<file path="config.mk">
export PLATFORM = sky130hd
export DESIGN_NAME = cpu_alu_8bit_flags
export DESIGN_NICKNAME = d
export VERILOG_FILES = /design/src/rtl/alu8f_pkg.sv /design/src/rtl/alu8f_dec.sv /design/src/rtl/alu8f_exe.sv /design/src/rtl/alu8f_wb.sv /design/src/rtl/cpu_alu_8bit_flags.sv
export SDC_FILE = /design/constraint.sdc
export NUM_CORES = 1
export LEC_CHECK = 0
export CAP_MARGIN = 0
export CORE_MARGIN = 4
export CORE_UTILIZATION = 33
export CTS_BUF_LIST = sky130_fd_sc_hd__clkbuf_8
export CTS_CLUSTER_SIZE = 30
export DETAILED_ROUTE_END_ITERATION = 8
export DONT_BUFFER_PORTS = 1
export SLEW_MARGIN = 20
export SYNTH_ARGS = -nofsm -noshare
export SYNTH_HDL_FRONTEND = slang
export SYNTH_HIERARCHICAL = 1
export SYNTH_SLANG_ARGS = --single-unit
</file>
<file path="constraint.sdc">
create_clock -name clk -period 3 [get_ports clk]
set_input_delay 0.6 -clock clk [delete_from_list [all_inputs] [get_ports clk]]
set_output_delay 0.6 -clock clk [all_outputs]
set_load 0.02 [all_outputs]
</file>
<file path="src/rtl/alu8f_pkg.sv">
package alu8f_pkg;

  // Operation codes, in the order of the instruction list
  typedef enum logic [4:0] {
    OP_ADD  = 5'd0,
    OP_ADC  = 5'd1,
    OP_SUB  = 5'd2,
    OP_SBC  = 5'd3,
    OP_AND  = 5'd4,
    OP_XOR  = 5'd5,
    OP_OR   = 5'd6,
    OP_CP   = 5'd7,
    OP_INC  = 5'd8,
    OP_DEC  = 5'd9,
    OP_RLCA = 5'd10,
    OP_RRCA = 5'd11,
    OP_RRA  = 5'd12,
    OP_RLC  = 5'd13,
    OP_RRC  = 5'd14,
    OP_RL   = 5'd15,
    OP_RR   = 5'd16,
    OP_SLA  = 5'd17,
    OP_SRA  = 5'd18,
    OP_SRL  = 5'd19,
    OP_SWAP = 5'd20,
    OP_BIT  = 5'd21,
    OP_RES  = 5'd22,
    OP_SET  = 5'd23,
    OP_DAA  = 5'd24,
    OP_CPL  = 5'd25,
    OP_SCF  = 5'd26,
    OP_CCF  = 5'd27
  } alu_op_t;

  // Flag positions within the 4-bit flag word
  localparam int unsigned FLAG_Z = 3;
  localparam int unsigned FLAG_N = 2;
  localparam int unsigned FLAG_H = 1;
  localparam int unsigned FLAG_C = 0;

  // Decimal adjust constants
  localparam logic [7:0] DAA_HI_ADJ = 8'h60;
  localparam logic [7:0] DAA_LO_ADJ = 8'h06;
  localparam logic [7:0] DAA_LIMIT  = 8'h99;
  localparam logic [3:0] DIGIT_MAX  = 4'h9;
  localparam logic [7:0] DEC_STEP   = 8'h01;

  // Decode stage register contents
  typedef struct packed {
    alu_op_t    op;
    logic [7:0] a;
    logic [7:0] v;
    logic [7:0] bit_mask;
    logic [3:0] f;
    logic [7:0] add_x;
    logic [7:0] add_y;
    logic       add_cin;
    logic       add_sub;   // carries are borrows
    logic       daa_c;
  } dec_t;

  // Execute stage register contents
  typedef struct packed {
    logic [7:0] result;
    logic [7:0] zsrc;      // byte the zero flag is taken from
    logic       to_acc;
    logic       z_calc;    // 1: Z from zsrc, 0: Z from z_val
    logic       z_val;
    logic       n;
    logic       h;
    logic       c;
  } exe_t;

endpackage

</file>
<file path="src/rtl/alu8f_dec.sv">
module alu8f_dec (
  input  logic             clk,
  input  logic             rst,
  input  logic             in_valid,
  output logic             in_ready,
  input  alu8f_pkg::alu_op_t in_op,
  input  logic [7:0]       in_a,
  input  logic [7:0]       in_v,
  input  logic [2:0]       in_bi,
  input  logic [3:0]       in_f,
  output logic             out_valid,
  input  logic             out_ready,
  output alu8f_pkg::dec_t  out_data
);
  import alu8f_pkg::*;

  logic       vld;
  dec_t       data;
  dec_t       data_next;
  logic       cin;
  logic       daa_hi;
  logic       daa_lo;
  logic [7:0] daa_corr;

  assign in_ready  = !vld || out_ready;
  assign out_valid = vld;
  assign out_data  = data;

  always_comb begin
    cin    = in_f[FLAG_C];
    daa_hi = cin || (in_a > DAA_LIMIT);
    daa_lo = in_f[FLAG_H] || (in_a[3:0] > DIGIT_MAX);
    if (in_f[FLAG_N]) begin
      daa_corr = (cin ? DAA_HI_ADJ : 8'h00) | (in_f[FLAG_H] ? DAA_LO_ADJ : 8'h00);
    end else begin
      daa_corr = (daa_hi ? DAA_HI_ADJ : 8'h00) | (daa_lo ? DAA_LO_ADJ : 8'h00);
    end

    data_next.op       = in_op;
    data_next.a        = in_a;
    data_next.v        = in_v;
    data_next.bit_mask = 8'h01 << in_bi;
    data_next.f        = in_f;
    data_next.daa_c    = in_f[FLAG_N] ? cin : daa_hi;
    data_next.add_x    = in_a;
    data_next.add_y    = in_v;
    data_next.add_cin  = 1'b0;
    data_next.add_sub  = 1'b0;

    case (in_op)
      OP_ADC: begin
        data_next.add_cin = cin;
      end
      OP_SUB, OP_CP: begin
        data_next.add_y   = ~in_v;
        data_next.add_cin = 1'b1;
        data_next.add_sub = 1'b1;
      end
      OP_SBC: begin
        data_next.add_y   = ~in_v;
        data_next.add_cin = !cin;
        data_next.add_sub = 1'b1;
      end
      OP_INC: begin
        data_next.add_x   = in_v;
        data_next.add_y   = 8'h00;
        data_next.add_cin = 1'b1;
      end
      OP_DEC: begin
        data_next.add_x   = in_v;
        data_next.add_y   = ~DEC_STEP;
        data_next.add_cin = 1'b1;
        data_next.add_sub = 1'b1;
      end
      OP_DAA: begin
        // subtract mode: a - corr as a + ~corr + 1
        data_next.add_y   = in_f[FLAG_N] ? ~daa_corr : daa_corr;
        data_next.add_cin = in_f[FLAG_N];
      end
      default: begin
      end
    endcase
  end

  always_ff @(posedge clk) begin
    if (rst) begin
      vld <= 1'b0;
    end else if (in_ready) begin
      vld <= in_valid;
    end
  end

  always_ff @(posedge clk) begin
    if (in_ready && in_valid) begin
      data <= data_next;
    end
  end

endmodule

</file>
<file path="src/rtl/alu8f_exe.sv">
module alu8f_exe (
  input  logic            clk,
  input  logic            rst,
  input  logic            in_valid,
  output logic            in_ready,
  input  alu8f_pkg::dec_t in_data,
  output logic            out_valid,
  input  logic            out_ready,
  output alu8f_pkg::exe_t out_data
);
  import alu8f_pkg::*;

  logic       vld;
  exe_t       data;
  exe_t       data_next;
  logic [4:0] sum_lo;
  logic [4:0] sum_hi;
  logic [7:0] sum;
  logic       h_ar;
  logic       c_ar;
  logic [7:0] a;
  logic [7:0] v;
  logic [3:0] f;
  logic [7:0] r;

  assign in_ready  = !vld || out_ready;
  assign out_valid = vld;
  assign out_data  = data;

  // nibble-split adder gives the half carry directly
  always_comb begin
    sum_lo = {1'b0, in_data.add_x[3:0]} + {1'b0, in_data.add_y[3:0]}
           + {4'b0, in_data.add_cin};
    sum_hi = {1'b0, in_data.add_x[7:4]} + {1'b0, in_data.add_y[7:4]}
           + {4'b0, sum_lo[4]};
    sum    = {sum_hi[3:0], sum_lo[3:0]};
    h_ar   = sum_lo[4] ^ in_data.add_sub;
    c_ar   = sum_hi[4] ^ in_data.add_sub;
  end

  always_comb begin
    a = in_data.a;
    v = in_data.v;
    f = in_data.f;
    r = a;
    data_next.to_acc = 1'b1;
    data_next.z_calc = 1'b0;
    data_next.z_val  = f[FLAG_Z];
    data_next.n      = f[FLAG_N];
    data_next.h      = f[FLAG_H];
    data_next.c      = f[FLAG_C];

    case (in_data.op)
      OP_ADD, OP_ADC, OP_SUB, OP_SBC: begin
        r = sum;
        data_next.z_calc = 1'b1;
        data_next.n      = in_data.add_sub;
        data_next.h      = h_ar;
        data_next.c      = c_ar;
      end
      OP_CP: begin
        data_next.z_calc = 1'b1;
        data_next.n      = 1'b1;
        data_next.h      = h_ar;
        data_next.c      = c_ar;
      end
      OP_AND, OP_XOR, OP_OR: begin
        r = (in_data.op == OP_AND) ? (a & v) : (in_data.op == OP_XOR) ? (a ^ v) : (a | v);
        data_next.z_calc = 1'b1;
        data_next.n      = 1'b0;
        data_next.h      = (in_data.op == OP_AND);
        data_next.c      = 1'b0;
      end
      OP_INC, OP_DEC: begin
        r = sum;
        data_next.to_acc = 1'b0;
        data_next.z_calc = 1'b1;
        data_next.n      = in_data.add_sub;
        data_next.h      = h_ar;
      end
      OP_RLCA, OP_RRCA, OP_RRA: begin
        r = (in_data.op == OP_RLCA) ? {a[6:0], a[7]} :
            (in_data.op == OP_RRCA) ? {a[0], a[7:1]} : {f[FLAG_C], a[7:1]};
        data_next.z_val = 1'b0;
        data_next.n     = 1'b0;
        data_next.h     = 1'b0;
        data_next.c     = (in_data.op == OP_RLCA) ? a[7] : a[0];
      end
      OP_RLC, OP_RL, OP_SLA: begin
        r = (in_data.op == OP_RLC) ? {v[6:0], v[7]} :
            (in_data.op == OP_RL) ? {v[6:0], f[FLAG_C]} : {v[6:0], 1'b0};
        data_next.to_acc = 1'b0;
        data_next.z_calc = 1'b1;
        data_next.n      = 1'b0;
        data_next.h      = 1'b0;
        data_next.c      = v[7];
      end
      OP_RRC, OP_RR, OP_SRA, OP_SRL: begin
        r = (in_data.op == OP_RRC) ? {v[0], v[7:1]} :
            (in_data.op == OP_RR) ? {f[FLAG_C], v[7:1]} :
            (in_data.op == OP_SRA) ? {v[7], v[7:1]} : {1'b0, v[7:1]};
        data_next.to_acc = 1'b0;
        data_next.z_calc = 1'b1;
        data_next.n      = 1'b0;
        data_next.h      = 1'b0;
        data_next.c      = v[0];
      end
      OP_SWAP: begin
        r = {v[3:0], v[7:4]};
        data_next.to_acc = 1'b0;
        data_next.z_calc = 1'b1;
        data_next.n      = 1'b0;
        data_next.h      = 1'b0;
        data_next.c      = 1'b0;
      end
      OP_BIT: begin
        r = v;
        data_next.to_acc = 1'b0;
        data_next.z_val  = ~|(v & in_data.bit_mask);
        data_next.n      = 1'b0;
        data_next.h      = 1'b1;
      end
      OP_RES: begin
        r = v & ~in_data.bit_mask;
        data_next.to_acc = 1'b0;
      end
      OP_SET: begin
        r = v | in_data.bit_mask;
        data_next.to_acc = 1'b0;
      end
      OP_DAA: begin
        r = sum;
        data_next.z_calc = 1'b1;
        data_next.h      = 1'b0;
        data_next.c      = in_data.daa_c;
      end
      OP_CPL: begin
        r = ~a;
        data_next.n = 1'b1;
        data_next.h = 1'b1;
      end
      OP_SCF, OP_CCF: begin
        data_next.n = 1'b0;
        data_next.h = 1'b0;
        data_next.c = (in_data.op == OP_SCF) ? 1'b1 : !f[FLAG_C];
      end
      default: begin
        // spare codes: no operation
      end
    endcase

    data_next.result = r;
    data_next.zsrc   = (in_data.op == OP_CP) ? sum : r;
  end

  always_ff @(posedge clk) begin
    if (rst) begin
      vld <= 1'b0;
    end else if (in_ready) begin
      vld <= in_valid;
    end
  end

  always_ff @(posedge clk) begin
    if (in_ready && in_valid) begin
      data <= data_next;
    end
  end

endmodule

</file>
<file path="src/rtl/alu8f_wb.sv">
module alu8f_wb (
  input  logic            clk,
  input  logic            rst,
  input  logic            in_valid,
  output logic            in_ready,
  input  alu8f_pkg::exe_t in_data,
  output logic            out_valid,
  input  logic            out_ready,
  output logic [7:0]      out_result,
  output logic            out_dest_is_acc,
  output logic [3:0]      out_flags
);
  import alu8f_pkg::*;

  logic       vld;
  logic [7:0] result;
  logic       dest_is_acc;
  logic [3:0] flags;
  logic [3:0] flags_next;

  assign in_ready        = !vld || out_ready;
  assign out_valid       = vld;
  assign out_result      = result;
  assign out_dest_is_acc = dest_is_acc;
  assign out_flags       = flags;

  always_comb begin
    flags_next         = 4'h0;
    flags_next[FLAG_Z] = in_data.z_calc ? (in_data.zsrc == 8'h00) : in_data.z_val;
    flags_next[FLAG_N] = in_data.n;
    flags_next[FLAG_H] = in_data.h;
    flags_next[FLAG_C] = in_data.c;
  end

  always_ff @(posedge clk) begin
    if (rst) begin
      vld <= 1'b0;
    end else if (in_ready) begin
      vld <= in_valid;
    end
  end

  always_ff @(posedge clk) begin
    if (in_ready && in_valid) begin
      result      <= in_data.result;
      dest_is_acc <= in_data.to_acc;
      flags       <= flags_next;
    end
  end

endmodule

</file>
<file path="src/rtl/cpu_alu_8bit_flags.sv">
// 8-bit ALU with Z N H C flags, three register stages: decode, execute, flag merge.
// An accepted input transaction passes the decode, execute and flag merge registers to m_axis.
// Throughput: one transaction per cycle; each stage holds one item and moves on
// whenever the stage after it is empty or being drained.
// Reset (rst, synchronous, active high) empties all stages; no other state.
module cpu_alu_8bit_flags (
  input  logic        clk,
  input  logic        rst,
  input  logic        s_axis_tvalid,
  output logic        s_axis_tready,
  // [4:0] kind, [12:5] acc, [20:13] operand, [23:21] bit_index,
  // [27:24] flags_in, [31:28] zero
  input  logic [31:0] s_axis_tdata,
  output logic        m_axis_tvalid,
  input  logic        m_axis_tready,
  // [7:0] result, [8] dest_is_acc, [12:9] flags_out, [15:13] zero
  output logic [15:0] m_axis_tdata
);
  import alu8f_pkg::*;

  // stage handshakes
  logic s1_vld;
  logic s1_ready;
  logic s2_vld;
  logic s2_ready;
  dec_t s1_data;
  exe_t s2_data;

  logic [7:0] result;
  logic       dest_is_acc;
  logic [3:0] flags_out;

  // Stage 1: operation decode, adder operand set-up, decimal adjust correction
  alu8f_dec u_dec (
    .clk       (clk),
    .rst       (rst),
    .in_valid  (s_axis_tvalid),
    .in_ready  (s_axis_tready),
    .in_op     (alu_op_t'(s_axis_tdata[4:0])),
    .in_a      (s_axis_tdata[12:5]),
    .in_v      (s_axis_tdata[20:13]),
    .in_bi     (s_axis_tdata[23:21]),
    .in_f      (s_axis_tdata[27:24]),
    .out_valid (s1_vld),
    .out_ready (s1_ready),
    .out_data  (s1_data)
  );

  // Stage 2: shared add/subtract, logic, rotates and bit operations
  alu8f_exe u_exe (
    .clk       (clk),
    .rst       (rst),
    .in_valid  (s1_vld),
    .in_ready  (s1_ready),
    .in_data   (s1_data),
    .out_valid (s2_vld),
    .out_ready (s2_ready),
    .out_data  (s2_data)
  );

  // Stage 3: zero detect and flag merge into the output register
  alu8f_wb u_wb (
    .clk             (clk),
    .rst             (rst),
    .in_valid        (s2_vld),
    .in_ready        (s2_ready),
    .in_data         (s2_data),
    .out_valid       (m_axis_tvalid),
    .out_ready       (m_axis_tready),
    .out_result      (result),
    .out_dest_is_acc (dest_is_acc),
    .out_flags       (flags_out)
  );

  assign m_axis_tdata = {3'b000, flags_out, dest_is_acc, result};

`ifndef SYNTHESIS
  // a draining output never blocks the input side
  assert property (@(posedge clk) disable iff (rst) m_axis_tready |-> s_axis_tready)
    else $error("input stalled while output drains");

  // an accepted transaction lands in stage 1
  assert property (@(posedge clk) disable iff (rst)
    (s_axis_tvalid && s_axis_tready) |=> s1_vld)
    else $error("accepted transaction lost in stage 1");

  // a transaction leaving stage 2 lands in the output register
  assert property (@(posedge clk) disable iff (rst)
    (s2_vld && s2_ready) |=> m_axis_tvalid)
    else $error("transaction lost between stage 2 and output");

  // an empty pipeline always accepts
  assert property (@(posedge clk) disable iff (rst)
    (!s1_vld && !s2_vld && !m_axis_tvalid) |-> s_axis_tready)
    else $error("empty pipeline refused input");
`endif

endmodule

</file>
# Word level (Yosys, flattened, before mapping)

Cells that the tools add are included.

Add/subtract/negate cells: 4
Multipliers: 0
Div/mod/pow operators: 0
$lt $le $gt $ge: 2
Equal/unequal tests: 34
Shift-type cells: 1
Multiplexer cells: 31
Bitwise logic cells: 14
Reduce and logical (&&, ||, !) cells: 37

Operators with widths:

| operator                                             | number |
|---|---|
| two-way mux 8 bit                                    | 11 |
| case mux 8 bit (10 select lines)                     | 1 |
| == test 5 bit, second input constant                 | 13 |
| == test 5 x 4 -> 1 bit, second input constant        | 10 |
| NOT 8 bit                                            | 4 |
| bitwise OR 8 bit                                     | 4 |
| case mux 8 bit (4 select lines)                      | 1 |
| == test 5 x 3 -> 1 bit, second input constant        | 5 |
| AND 8 bit                                            | 3 |
| == test 5 x 2 -> 1 bit, second input constant        | 4 |
| OR reduction 19 bit                                  | 1 |
| OR reduction 17 bit                                  | 1 |
| OR reduction 4 bit                                   | 4 |
| two-way mux 7 bit                                    | 2 |
| OR reduction 14 bit                                  | 1 |
| OR reduction 7 bit                                   | 2 |
| OR reduction 13 bit                                  | 1 |
| OR reduction 3 bit                                   | 4 |
| adder 4 x 4 -> 5 bit                                 | 2 |
| adder 5 x 1 -> 5 bit                                 | 2 |
| == test 5 x 1 -> 1 bit, second input constant        | 2 |
| two-way mux 1 bit                                    | 9 |
| greater-than comparator 8 bit, second input constant | 1 |
| zero test 8 bit                                      | 1 |
| 17 further kinds                                     | 34 |

Register bits after elaboration: 90
Latch bits: 0
Memory bits (writable): 0
Memory bits (read-only): 0
Input port bits: 36
Memories: 0

# Logic depth before layout (Yosys ltp)

Gate-level depths: netlist (run 1).

Depth after elaboration: 8
Mapped depth: 14
Depth with buffers taken out: 14

# Cells and area by module

The synthesis (run 1) kept the hierarchy.

By module, submodules not included:

| module             | instances | cells each | area each (um2) | sequential area each (um2) |
|---|---|---|---|---|
| alu8f_exe          | 1         | 364        | 3020.4          | 680.7 |
| alu8f_dec          | 1         | 143        | 2187.1          | 1581.5 |
| alu8f_wb           | 1         | 23         | 469.2           | 410.4 |
| cpu_alu_8bit_flags | 1         | 5          | 33.8            | 0.0 |

# Worst setup path before layout (run 1)

OpenSTA, ideal clock, no wires.

Kind: reg2reg
Start: reg u_dec.data, in the netlist u_dec/out_data[2]
End: reg u_exe.data, in the netlist u_exe/out_data[11], data pin
Library setup time: 0.273 ns
Data arrival time: 2.593 ns
Required time: 2.727 ns
Path slack: 0.134 ns
Cell stages (with the launch flop): 13
Buffers on the path: 0
Clock period less this slack: 2.866 ns
Cells stage by stage: edfxtp_1 > fa_1 > inv_1 > fa_1 > inv_1 > a21o_1 > a21oi_1 > fa_1 > fa_1 > nor2_1 > a211o_1 > nor3_2 > a211oi_2

RTL lines:

| what                   | line             | text |
|---|---|---|
| start, declared        | alu8f_dec.sv:18  | `dec_t data;` |
| start signal, assigned | alu8f_dec.sv:95  | `data <= data_next;` |
| end signal, assigned   | alu8f_exe.sv:166 | `data <= data_next;` |
| end, declared          | alu8f_exe.sv:14  | `exe_t data;` |

==> results of run 1 <==
## layer usage
layer / track usage, % / vias up
li1: - / 2016
met2: 26.6 / 220
met4: 5.76 / 0
met1: 21.9 / 2147
met5: 0 / -
met3: 4.63 / 29
## cell usage after synthesis, drive strengths merged (4+ instances only)
| library cell | count |
|---|---|
| buf | 24 |
| a211oi | 8 |
| mux2i | 19 |
| o211ai | 9 |
| mux2 | 10 |
| nor3 | 18 |
| nor2 | 44 |
| a21oi | 34 |
| o21ai | 32 |
| ha | 22 |
| nand2b | 12 |
| o22ai | 7 |
| edfxtp | 87 |
| nand3 | 14 |
| a31oi | 4 |
| o221ai | 8 |
| and2 | 6 |
| a21o | 7 |
| clkbuf | 7 |
| fa | 4 |
| inv | 35 |
| nor3b | 5 |
| xnor2 | 4 |
| a22oi | 9 |
| a211o | 5 |
| nand2 | 31 |
## report_power, final
group | switching [mW] | leakage [nW] | internal [mW]
clock | 0.453 | 0.0962 | 0.390
sequential | 0.0744 | 0.865 | 1.48
combinational | 0.311 | 1.31 | 0.225
## area by class of cell
type | count | share of cell area [%]
clock inverter | 7 | 1.23
multi-input combinational | 380 | 44.3
timing repair buffer | 20 | 2.82
inverter | 36 | 2.18
clock buffer | 9 | 2.00
sequential | 90 | 43.1
tap | 220 | 4.44
## worst paths after layout
path	slack, ns	cells after the start	start	to
max	-0.02	14	u_dec/out_data[2]	u_exe/out_data[0]
min	0.28	1	rst	u_wb/out_valid
max reg2reg	-0.02	14	u_dec/out_data[2]	u_exe/out_data[0]
min reg2reg	0.42	0	u_exe/out_data[21]	u_wb/out_result[7]
## critical path: cells and delay by family (launching register included)
kind	cells	cell delay [ns]
xor+xnor	1	0.11
compound gates	5	0.89
simple gates	1	0.10
flops	1	0.41
fa+ha+maj	4	1.12
buf+inv	3	0.16
## what timing repair did
action                                  in CTS  in global routing
resized for setup                           10                  1
endpoints found under the hold margin        0                  0
endpoints found under the setup margin       5                  5
pin swaps                                   13                  5
setup buffers                                2                  0
## kinds of logic (layout without fill, tap and decap cells)
logic type	Yosys count	after routing	synth area share (%)
compound gates	154	154	18.9
xor+xnor	7	7	1.07
fa+ha+maj	26	26	6.22
buf+inv	67	72	5.89
flops	90	90	46.8
mux	29	29	5.30
other cells	1	3	0.0657
simple gates	161	161	15.7
## state kept, by name, summed over array words and instances, names as in the netlist
| register | count |
|---|---|
| u_dec/out_data | 52 |
| u_exe/out_data | 22 |
| u_wb/out_result | 8 |
| u_wb/out_flags | 4 |
| u_dec/out_valid | 1 |
| u_exe/out_valid | 1 |
| u_wb/out_dest_is_acc | 1 |
| u_wb/out_valid | 1 |
## stage by stage
| stage | hold WS (ns) | setup WS [ns] |
|---|---|---|
| 5_1_grt | 0.247 | -0.162 |
| 4_1_cts | 0.244 | -0.0756 |
| 2_1_floorplan | 0.400 | 0.134 |
| 3_3_place_gp | 0.405 | -0.107 |
| 3_5_place_dp | 0.406 | -0.233 |
| 6_report | 0.281 | -0.0201 |
==> impl_results.md, run 1 <==
* Status: finished, violations left
* Failing checks: setup timing
* Clock slew at reported path FFs at 0.09 ns
* First-pass GRT wire length at between 20,000 and 30,000 um
* Number of fill cells at 1,662
* CTS Buf Count at 9
* Ys async rst share at 0%
* Sequential area share after synthesis at between 40% and 50%
* Final Core Density at about 37%
* Worst hold path class: input port to flop
* Clk_lat worst skew at between 0.3 and 0.4 ns
* Crit-path max cell delay at between 0.4 and 0.5 ns
* Largest net degree at the start of global routing at 47
* # H-tree levels at 3
* Met2 wire len at approximately 7700 um
* Area leader, netlist: edfxtp_1
* Slew HR at between 30% and 40%
* Placed insts at 744
* Grt ovf at 0
* Power, Total at between 2 and 3 mW
* Final hold viol count at 0
* RSZ-0062 raised after global routing: true
* Root Buffer: clkbuf_8
* Worst Slack Setup Final at -0.0201 ns
* Flops & latches, synth at 90
* Core area at approximately 17,000 um^2
* Die width at 140 um
* Hold buffer count at CTS at 0
* # diodes at 0
* Die height at around 140 um
* Die area at 19,500 um^2
* Period Utilization, post-route at 101%
* Pre-antenna DRT Iters at 5
* Pwr dens at about 470 nW/um^2
* Most frequent cells in the layout: edfxtp_1, nor2_1, inv_1
* Static Leak at approximately 2.3 nW
* Mean Syn Cell Area at between 10 and 15 um^2
* TritonCTS clock tree: done
* Final setup fails at 1
* Multi-input logic area at between 2000 and 3000 um^2
* CTS max path bufs at 2
* Post-synth EDFFs at 87
* Antenna violations before repair at 0
* Via count at between 4k and 5k
* Post-synth cell types at between 80 and 90
* Max-Cap Viols at 0
* Most common cell after layout, fill and taps aside: edfxtp_1
* Total routed wirelength at 16,300 um
* Finished Layout Cells at 762
* Num Clock Sinks at 90
* Final min period at between 3 and 4 ns
* DRC at 0
* RD Place Congestion at 0.981
* Placed inst area at about 6000 um^2
* I/O Pins at 54
* Max layer used: met4
* Maximum fanout along the worst path at 2
* Worst-path cell chain: fa_2 -> inv_2 -> fa_2 -> inv_2 -> a21o_1 -> a21oi_2 -> fa_2 -> fa_2 -> inv_1 -> a21o_1 -> a21oi_2 -> xnor2_1 -> a32oi_1 -> nand3_1
* CP max-delay cell: fa_2
* Warnings, synthesis at 6
* Post-Syn Area at 5710 um^2
* Port buffer count at 0
* Peak supply drop at around 0.26 mV
* FF/Latch Area at between 2000 and 3000 um^2
* Slew @ Worst Pin at a little over 0.9 ns
* Vias per cell at 5.79
* DR WL/cell at 21.4 um
* All-layer global routing usage at between 10% and 20%
* Metal3 WL at around 1300 um
* Routed met1 length at 6980 um
* Final setup TNS at -0.0201 ns
* Post-route cell area at between 6000 and 7000 um^2
* Cell repeated most along the worst path: fa_2
* Layout area overhead at 8.63%
* Fmax at approximately 0.33 GHz
* Yosys top cell area share at between 40% and 50%
* Clk_skew at 0.0154 ns
* Post-DP HPWL at approximately 12,000 um
* Vias in the first global route at approximately 4.3k
* Starting density of the core at between 30% and 40%
* Final-stage net count at 599
* Cells after Synth at 535
* Crit path DAT at about 3.2 ns
* Setup crit end kind: flop
* Synth area leaders: edfxtp_1, ha_1, mux2i_1, a21oi_1, nor2_1
* Slew Viols, Final at 0
* Main synth FF type: edfxtp_1
* Layout cell share with drive strength beyond 1 at between 10 and 15%
* Crit Path Class: flop to flop
* Startpoint types: flop
* DRT iter0 DRCs at 481
* Routed Antenna Nets at 0
* Num rows at 47
* CP required at ~3.1 ns
(Power assumes the default switching activity.)
==> inputs of run 2 (changes only) <==
- clock period: 3 -> 3.6 ns (I/O delays scaled with it)
==> run 2 against run 1 <==
The run now ends clean. Routed wire length fell by 2.6%. Cell area fell by 1.8%. Clock power fell by 11%. First-iteration DRC count fell by 19%. Total power fell by 16%. Register-to-register slack improved by 0.33 ns. Worst hold slack improved by 0.12 ns. Utilization fell by 0.68 points. Sequential share of layout area rose by 0.81 points. Global-route usage fell by 0.31 points. Combinational power fell by 24%. Worst setup slack improved by 0.33 ns. Largest cell class unchanged.
==> impl_results.md, run 2 (synthesis results as in run 1) <==
* Multi-input logic area at 2710 um^2 (-1.1%)
* Worst hold path class: input port to flop
* First-pass GRT wire length at 24,600 um (-2.2%)
* RSZ-0062 raised after global routing: false
* Final setup fails at 0 (-1)
* Maximum fanout along the worst path at 2 (unchanged)
* Peak supply drop at 0.219 mV (-17%)
* Antenna violations before repair at 0 (unchanged)
* Core area at 16,800 um^2 (unchanged)
* Max FFs per register at 52 (unchanged)
* Slew Viols, Final at 0 (unchanged)
* Post-DP HPWL at 11,900 um (-2.4%)
* Die area at 19,500 um^2 (unchanged)
* Sequential group share of total power at 52.9% (about the same)
* Clk_skew at 0.0123 ns (-0.00311 ns)
* Via count at 4,241 (-3.9%)
* Startpoint types: flop
* Int Pwr at 1.78 mW (-15%)
* Largest net degree at the start of global routing at 53 (+13%)
* Static Leak at 2.22 nW (-2.3%)
* Final setup TNS at 0 ns (+0.0201 ns)
* Cell repeated most along the worst path: fa_1
* Worst R2R End: u_exe/out_data[0]
* Slew @ Worst Pin at 0.948 ns (+0.0281 ns)
* Final hold viol count at 0 (unchanged)
* Root Buffer: clkbuf_8
* Grt ovf at 0 (unchanged)
* Postcts setup bufs at 0 (-2)
* Fmax at 0.304 GHz (-8.1%)
* Die height at 140 um (unchanged)
* Worst Path Buf+Inv at 3 (unchanged)
* # H-tree levels at 3 (unchanged)
* Worst R2R Path Depth at 14 (unchanged)
* DR WL/cell at 21.1 um (-1.3%)
* Clock Power Share at 30.6% (+1.8 points)
* Clock slew at reported path FFs at 0.09 ns (about the same)
* CTS Buf Count at 9 (unchanged)
* Crit-path max cell delay at 0.42 ns (about the same)
* Crit path DAT at 3.39 ns (+0.24 ns)
* Layout cell share with drive strength beyond 1 at 10.9% (-3.7 points)
* Number of fill cells at 1,675 (+0.78%)
* Total routed wirelength at 15,900 um (-2.6%)
* Hold buffer count at CTS at 0 (unchanged)
* Num rows at 47 (unchanged)
* Num Clock Sinks at 90 (unchanged)
* FF/Latch Area at 2670 um^2 (unchanged)
* Pre-antenna DRT Iters at 5 (unchanged)
* Crit path from: u_dec/out_data[2]
* Hold slack final at 0.402 ns (+0.121 ns)
* Die width at 140 um (unchanged)
* Port buffer count at 0 (unchanged)
* Hold path endpoint: u_exe/out_valid
* DRC at 0 (unchanged)
* Flop2flop setup slack at 0.31 ns (+0.33 ns)
* CTS max path bufs at 2 (unchanged)
* Final-stage net count at 589 (-1.7%)
* Layout area overhead at 6.64%
* Worst-path cell chain: fa_1 -> inv_1 -> fa_1 -> inv_1 -> a21o_1 -> a21oi_2 -> fa_1 -> fa_1 -> inv_1 -> a21o_1 -> a21oi_1 -> xnor2_1 -> a32oi_1 -> nand3_1
* Status: complete, no violations
* Vias per cell at 5.64 (-2.6%)
* HP Start: rst
* Starting density of the core at 34.1% (unchanged)
* TritonCTS clock tree: done
* Vias in the first global route at 4,203 (-2.7%)
* I/O Pins at 54 (unchanged)
* Pwr dens at 403 nW/um^2 (-15%)
* Crit Path Class: flop to flop
* Most frequent cells in the layout: edfxtp_1, nor2_1, inv_1
* Comb pwr share at 16.5% (-1.8 points)
* Net Sw Frac at 27.3% (-1.3 points)
* # diodes at 0 (unchanged)
* CP delay by family, top: adder cells
* Reg2reg start: u_dec/out_data[2]
* Hold path cells at 1 (unchanged)
* All-layer global routing usage at 16.3% (-0.31 points)
* Period Utilization, post-route at 91.3% (-9.3 points)
* CP max-delay cell: fa_1
* Most common cell after layout, fill and taps aside: edfxtp_1
* Max-Cap Viols at 0 (unchanged)
* Psw at 670 uW (-20%)
* RD Place Congestion at 0.940 (-4.2%)
* Setup crit end kind: flop
* Clk_lat worst skew at 0.38 ns (about the same)
* CP required at 3.70 ns (+0.57 ns)
* Routed Antenna Nets at 0 (unchanged)
* Slew HR at 36.8% (-1.7 points)
* DRT iter0 DRCs at 388 (-19%)
* Final min period at 3.29 ns (+0.267 ns)
[run 2: worst reg2reg max path: stages, from the launching register on]
cell and delay, ns:
edfxtp_1 0.36, fa_1 0.24, inv_1 0.07, fa_1 0.39
inv_1 0.07, a21o_1 0.12, a21oi_2 0.08, fa_1 0.42
fa_1 0.42, inv_1 0.07, a21o_1 0.12, a21oi_1 0.08
xnor2_1 0.14, a32oi_1 0.28, nand3_1 0.17
[run 2: layer usage]
layer / vias up / routed length [um] / global-route usage (%)
met5: - / 0 / 0
met4: 0 / 453 / 6.94
met3: 33 / 1130 / 4.19
met2: 167 / 7230 / 25.0
met1: 2043 / 7050 / 22.1
li1: 1998 / - / -
[run 2: power groups by stage]
| stage | sequential [mW] | clock [mW] | combinational [mW] |
|---|---|---|---|
| finish | 1.30 | 0.751 | 0.405 |
| global route | 1.31 | 0.827 | 0.442 |
| CTS | 1.30 | 0.783 | 0.397 |
| detailed placement | 1.32 | 0 | 0.395 |
| global placement | 1.32 | 0 | 0.388 |
| floorplan | 1.29 | 0 | 0.312 |
[run 2: worst max-delay path by stage]
stage                        end  slack [ns]  cells after the start
6_report       u_exe/out_data[0]        0.31                     14
3_5_place_dp   u_exe/out_data[0]        0.25                     14
4_1_cts        u_exe/out_data[0]        0.23                     14
3_3_place_gp   u_exe/out_data[0]        0.32                     14
5_1_grt        u_exe/out_data[0]        0.10                     14
2_1_floorplan  u_dec/out_data[0]        0.68                      4
[run 2: final cells by class]
cell class                 instances  share of cell area, %
multi-input combinational        380                   44.6
sequential                        90                   43.9
tap                              220                   4.52
inverter                          36                   2.22
clock buffer                       9                   2.03
clock inverter                     7                   1.54
timing repair buffer              10                   1.23
[run 2: what timing repair did]
action	in CTS	in global routing
setup endpoints to repair	0	1
resized for setup	0	1
hold endpoints to repair	0	0
[run 2: through the flow]
step           worst slack, ns  util, %  instances  total power, mW  area [um^2]
4_1_cts                  0.229     36.3        752             2.48         6090
6_report                 0.312     36.3        752             2.45         6090
5_1_grt                  0.101     36.3        752             2.57         6090
2_1_floorplan            0.684        -        537             1.60         5720
3_5_place_dp             0.253     35.0        736             1.72         5870
3_3_place_gp             0.315     35.0        736             1.71         5870
==> inputs of run 3 (changes only) <==
- CORE_UTILIZATION: 33 -> 50
==> run 3 against run 2 <==
Non-clock buffer count grew 4. Combinational power is essentially flat. Worst setup slack lost 0.070 ns. Utilization grew 18 points. Final cell count shrank 10%. Sequential cell count is the same. Sequential share of layout area grew 0.62 points. Routed wire length shrank 1.5%. First-iteration DRC count grew 12%. Critical path type unchanged.
==> impl_results.md, run 3 (synthesis results as in run 1) <==
* Status: complete, no violations
* Vias in the first global route at 4,113 (-2.1%)
* Max-Cap Viols at 0 (unchanged)
* CP endpoint: u_exe/out_data[0]
* Worst slack, placed at 0.264 ns (+0.0109 ns)
* Flop2flop setup slack at 0.24 ns (-0.07 ns)
* Layout area overhead at 5.15%
* Slew Viols, Final at 0 (unchanged)
* Maximum fanout along the worst path at 2 (unchanged)
* Hold buffer count at CTS at 0 (unchanged)
* Hold slack final at 0.399 ns (-0.00360 ns)
* Num Clock Sinks at 90 (unchanged)
* Slew HR at 39.5% (+2.7 points)
* Final Core Density at 54.4% (+18 points)
* Cell repeated most along the worst path: fa_1
* CP delay by family, top: adder cells
* Peak supply drop at 0.398 mV (+81%)
* Layout cell share with drive strength beyond 1 at 11.4% (+0.48 points)
* Worst hold path class: input port to flop
* Crit path DAT at 3.47 ns (+0.08 ns)
* # diodes at 0 (unchanged)
* Crit path from: u_dec/out_data[2]
* I/O Pins at 54 (unchanged)
* Crit Path Class: flop to flop
* Final setup fails at 0 (unchanged)
* Worst Slack Setup Final at 0.243 ns (-0.0696 ns)
* Pwr dens at 401 nW/um^2 (-0.34%)
* Root Buffer: clkbuf_8
* Starting density of the core at 51.8% (+18 points)
* Number of fill cells at 998 (-40%)
* Max FFs per register at 52 (unchanged)
* Power, Total at 2.41 mW (-1.7%)
* Die width at 115 um (-18%)
* Num rows at 38 (-19%)
* Port buffer count at 0 (unchanged)
* Core area at 11,000 um^2 (-34%)
* Clk_lat worst skew at 0.38 ns (about the same)
* Setup crit end kind: flop
* RSZ-0062 raised after global routing: false
* Levels on crit path at 14 (unchanged)
* Clk_skew at 0.0177 ns (+0.00538 ns)
* Crit-path max cell delay at 0.47 ns (+0.05 ns)
* Placed insts at 660 (-10%)
* Startpoint types: flop
* Grt ovf at 0 (unchanged)
* CTS Buf Count at 9 (unchanged)
* Post-route cell area at 6000 um^2 (-1.4%)
* DRT iter0 DRCs at 435 (+12%)
* Comb pwr share at 16.7% (+0.2 points)
* CTS max path bufs at 2 (unchanged)
* Worst R2R End: u_exe/out_data[0]
* Via count at 4,333 (+2.2%)
* RD Place Congestion at 0.993 (+5.7%)
* Worst-path cell chain: fa_1 -> inv_1 -> fa_1 -> inv_1 -> a21o_1 -> a21oi_1 -> fa_1 -> fa_1 -> inv_1 -> a21o_1 -> a21oi_1 -> xnor2_1 -> a32oi_1 -> nand3_1
* Die height at 115 um (-18%)
* Period Utilization, post-route at 93.3% (+1.9 points)
* Reg2reg start: u_dec/out_data[2]
* Worst R2R Path Depth at 14 (unchanged)
* Net Sw Frac at 28.6% (+1.3 points)
* Slew @ Worst Pin at 0.908 ns (-0.0399 ns)
* Pre-antenna DRT Iters at 6 (+1)
* Placed inst area at 5800 um^2 (-1.2%)
* Final setup TNS at 0 ns (unchanged)
* Post-DP HPWL at 11,700 um (-1.1%)
* Final-stage net count at 593 (+0.68%)
* Clock slew at reported path FFs at 0.09 ns (about the same)
* Fmax at 0.298 GHz (-2.1%)
* Most frequent cells in the layout: edfxtp_1, nor2_1, inv_1
* Static Leak at 2.23 nW (+0.36%)
* Most common cell after layout, fill and taps aside: edfxtp_1
* CP required at 3.72 ns (+0.02 ns)
* Int Pwr at 1.72 mW (-3.5%)
* CP max-delay cell: fa_1
* Finished Layout Cells at 676 (-10%)
* Final min period at 3.36 ns (+0.0696 ns)
* Antenna violations before repair at 0 (unchanged)
* Sequential group share of total power at 53.9% (+1.0 points)
* All-layer global routing usage at 24.0% (+7.6 points)
* DRC at 0 (unchanged)
* Total routed wirelength at 15,600 um (-1.5%)
* Vias per cell at 6.41 (+14%)
* First-pass GRT wire length at 23,700 um (-3.9%)
* Largest net degree at the start of global routing at 53 (unchanged)
* Clock Power Share at 29.4% (-1.2 points)
* Routed Antenna Nets at 0 (unchanged)
* Die area at 13,200 um^2 (-32%)
* # H-tree levels at 3 (unchanged)
* TritonCTS clock tree: done
* Psw at 690 uW (+3.0%)
* Worst Path Buf+Inv at 3 (unchanged)
* Postcts setup bufs at 0 (unchanged)
* DR WL/cell at 23.1 um (+9.6%)
* Final hold viol count at 0 (unchanged)
* Post-cts sizing count at 0 (unchanged)
## run 3: cell count changes in the layout (fill, tap and decap cells not counted), sizes merged
cell	before	now
buf	10	14
inv	37	36
clkinvlp	1	2
bufinv	2	1
clkinv	3	4
## run 3: routing by layer
metal	track usage (%)	part of all wire, %	vias to the layer above	routed length [um]
met5	0	0	-	0
met4	9.31	2.8	0	445
met3	7.84	8.9	35	1390
met2	37.2	47	224	7290
met1	31.2	42	2073	6500
li1	-	-	2001	-
## run 3: power groups by stage
stage | Combinational, mW | Clock, mW | Sequential, mW
global route | 0.436 | 0.777 | 1.31
detailed placement | 0.392 | 0 | 1.32
global placement | 0.388 | 0 | 1.32
floorplan | 0.312 | 0 | 1.29
CTS | 0.395 | 0.731 | 1.30
finish | 0.402 | 0.708 | 1.30
## run 3: worst min path at each step
stage,startpoint,to,depth (start not counted)
2_1_floorplan,u_exe/out_data[5],u_wb/out_dest_is_acc,0
3_3_place_gp,u_exe/out_data[18],u_wb/out_result[4],0
3_5_place_dp,u_exe/out_data[21],u_wb/out_result[7],0
4_1_cts,rst,u_wb/out_valid,1
5_1_grt,rst,u_dec/out_valid,1
6_report,rst,u_dec/out_valid,1
## run 3: final cells by class
type / count / area [um^2] / area share [%]
well taps: 140 / 175 / 2.92
multi-input cells: 380 / 2710 / 45.1
repair buffers: 14 / 105 / 1.75
clock inverters: 7 / 82.6 / 1.38
flip-flops and latches: 90 / 2670 / 44.5
clock buffers: 9 / 124 / 2.06
inverters: 36 / 135 / 2.25
## run 3: worst register-to-register path, cell delays in order (launching register included)
cell	delay (ns)
edfxtp_1	0.40
fa_1	0.47
inv_1	0.09
fa_1	0.20
inv_1	0.05
a21o_1	0.18
a21oi_1	0.35
fa_1	0.30
fa_1	0.22
inv_1	0.05
a21o_1	0.15
a21oi_1	0.17
xnor2_1	0.14
a32oi_1	0.23
nand3_1	0.11
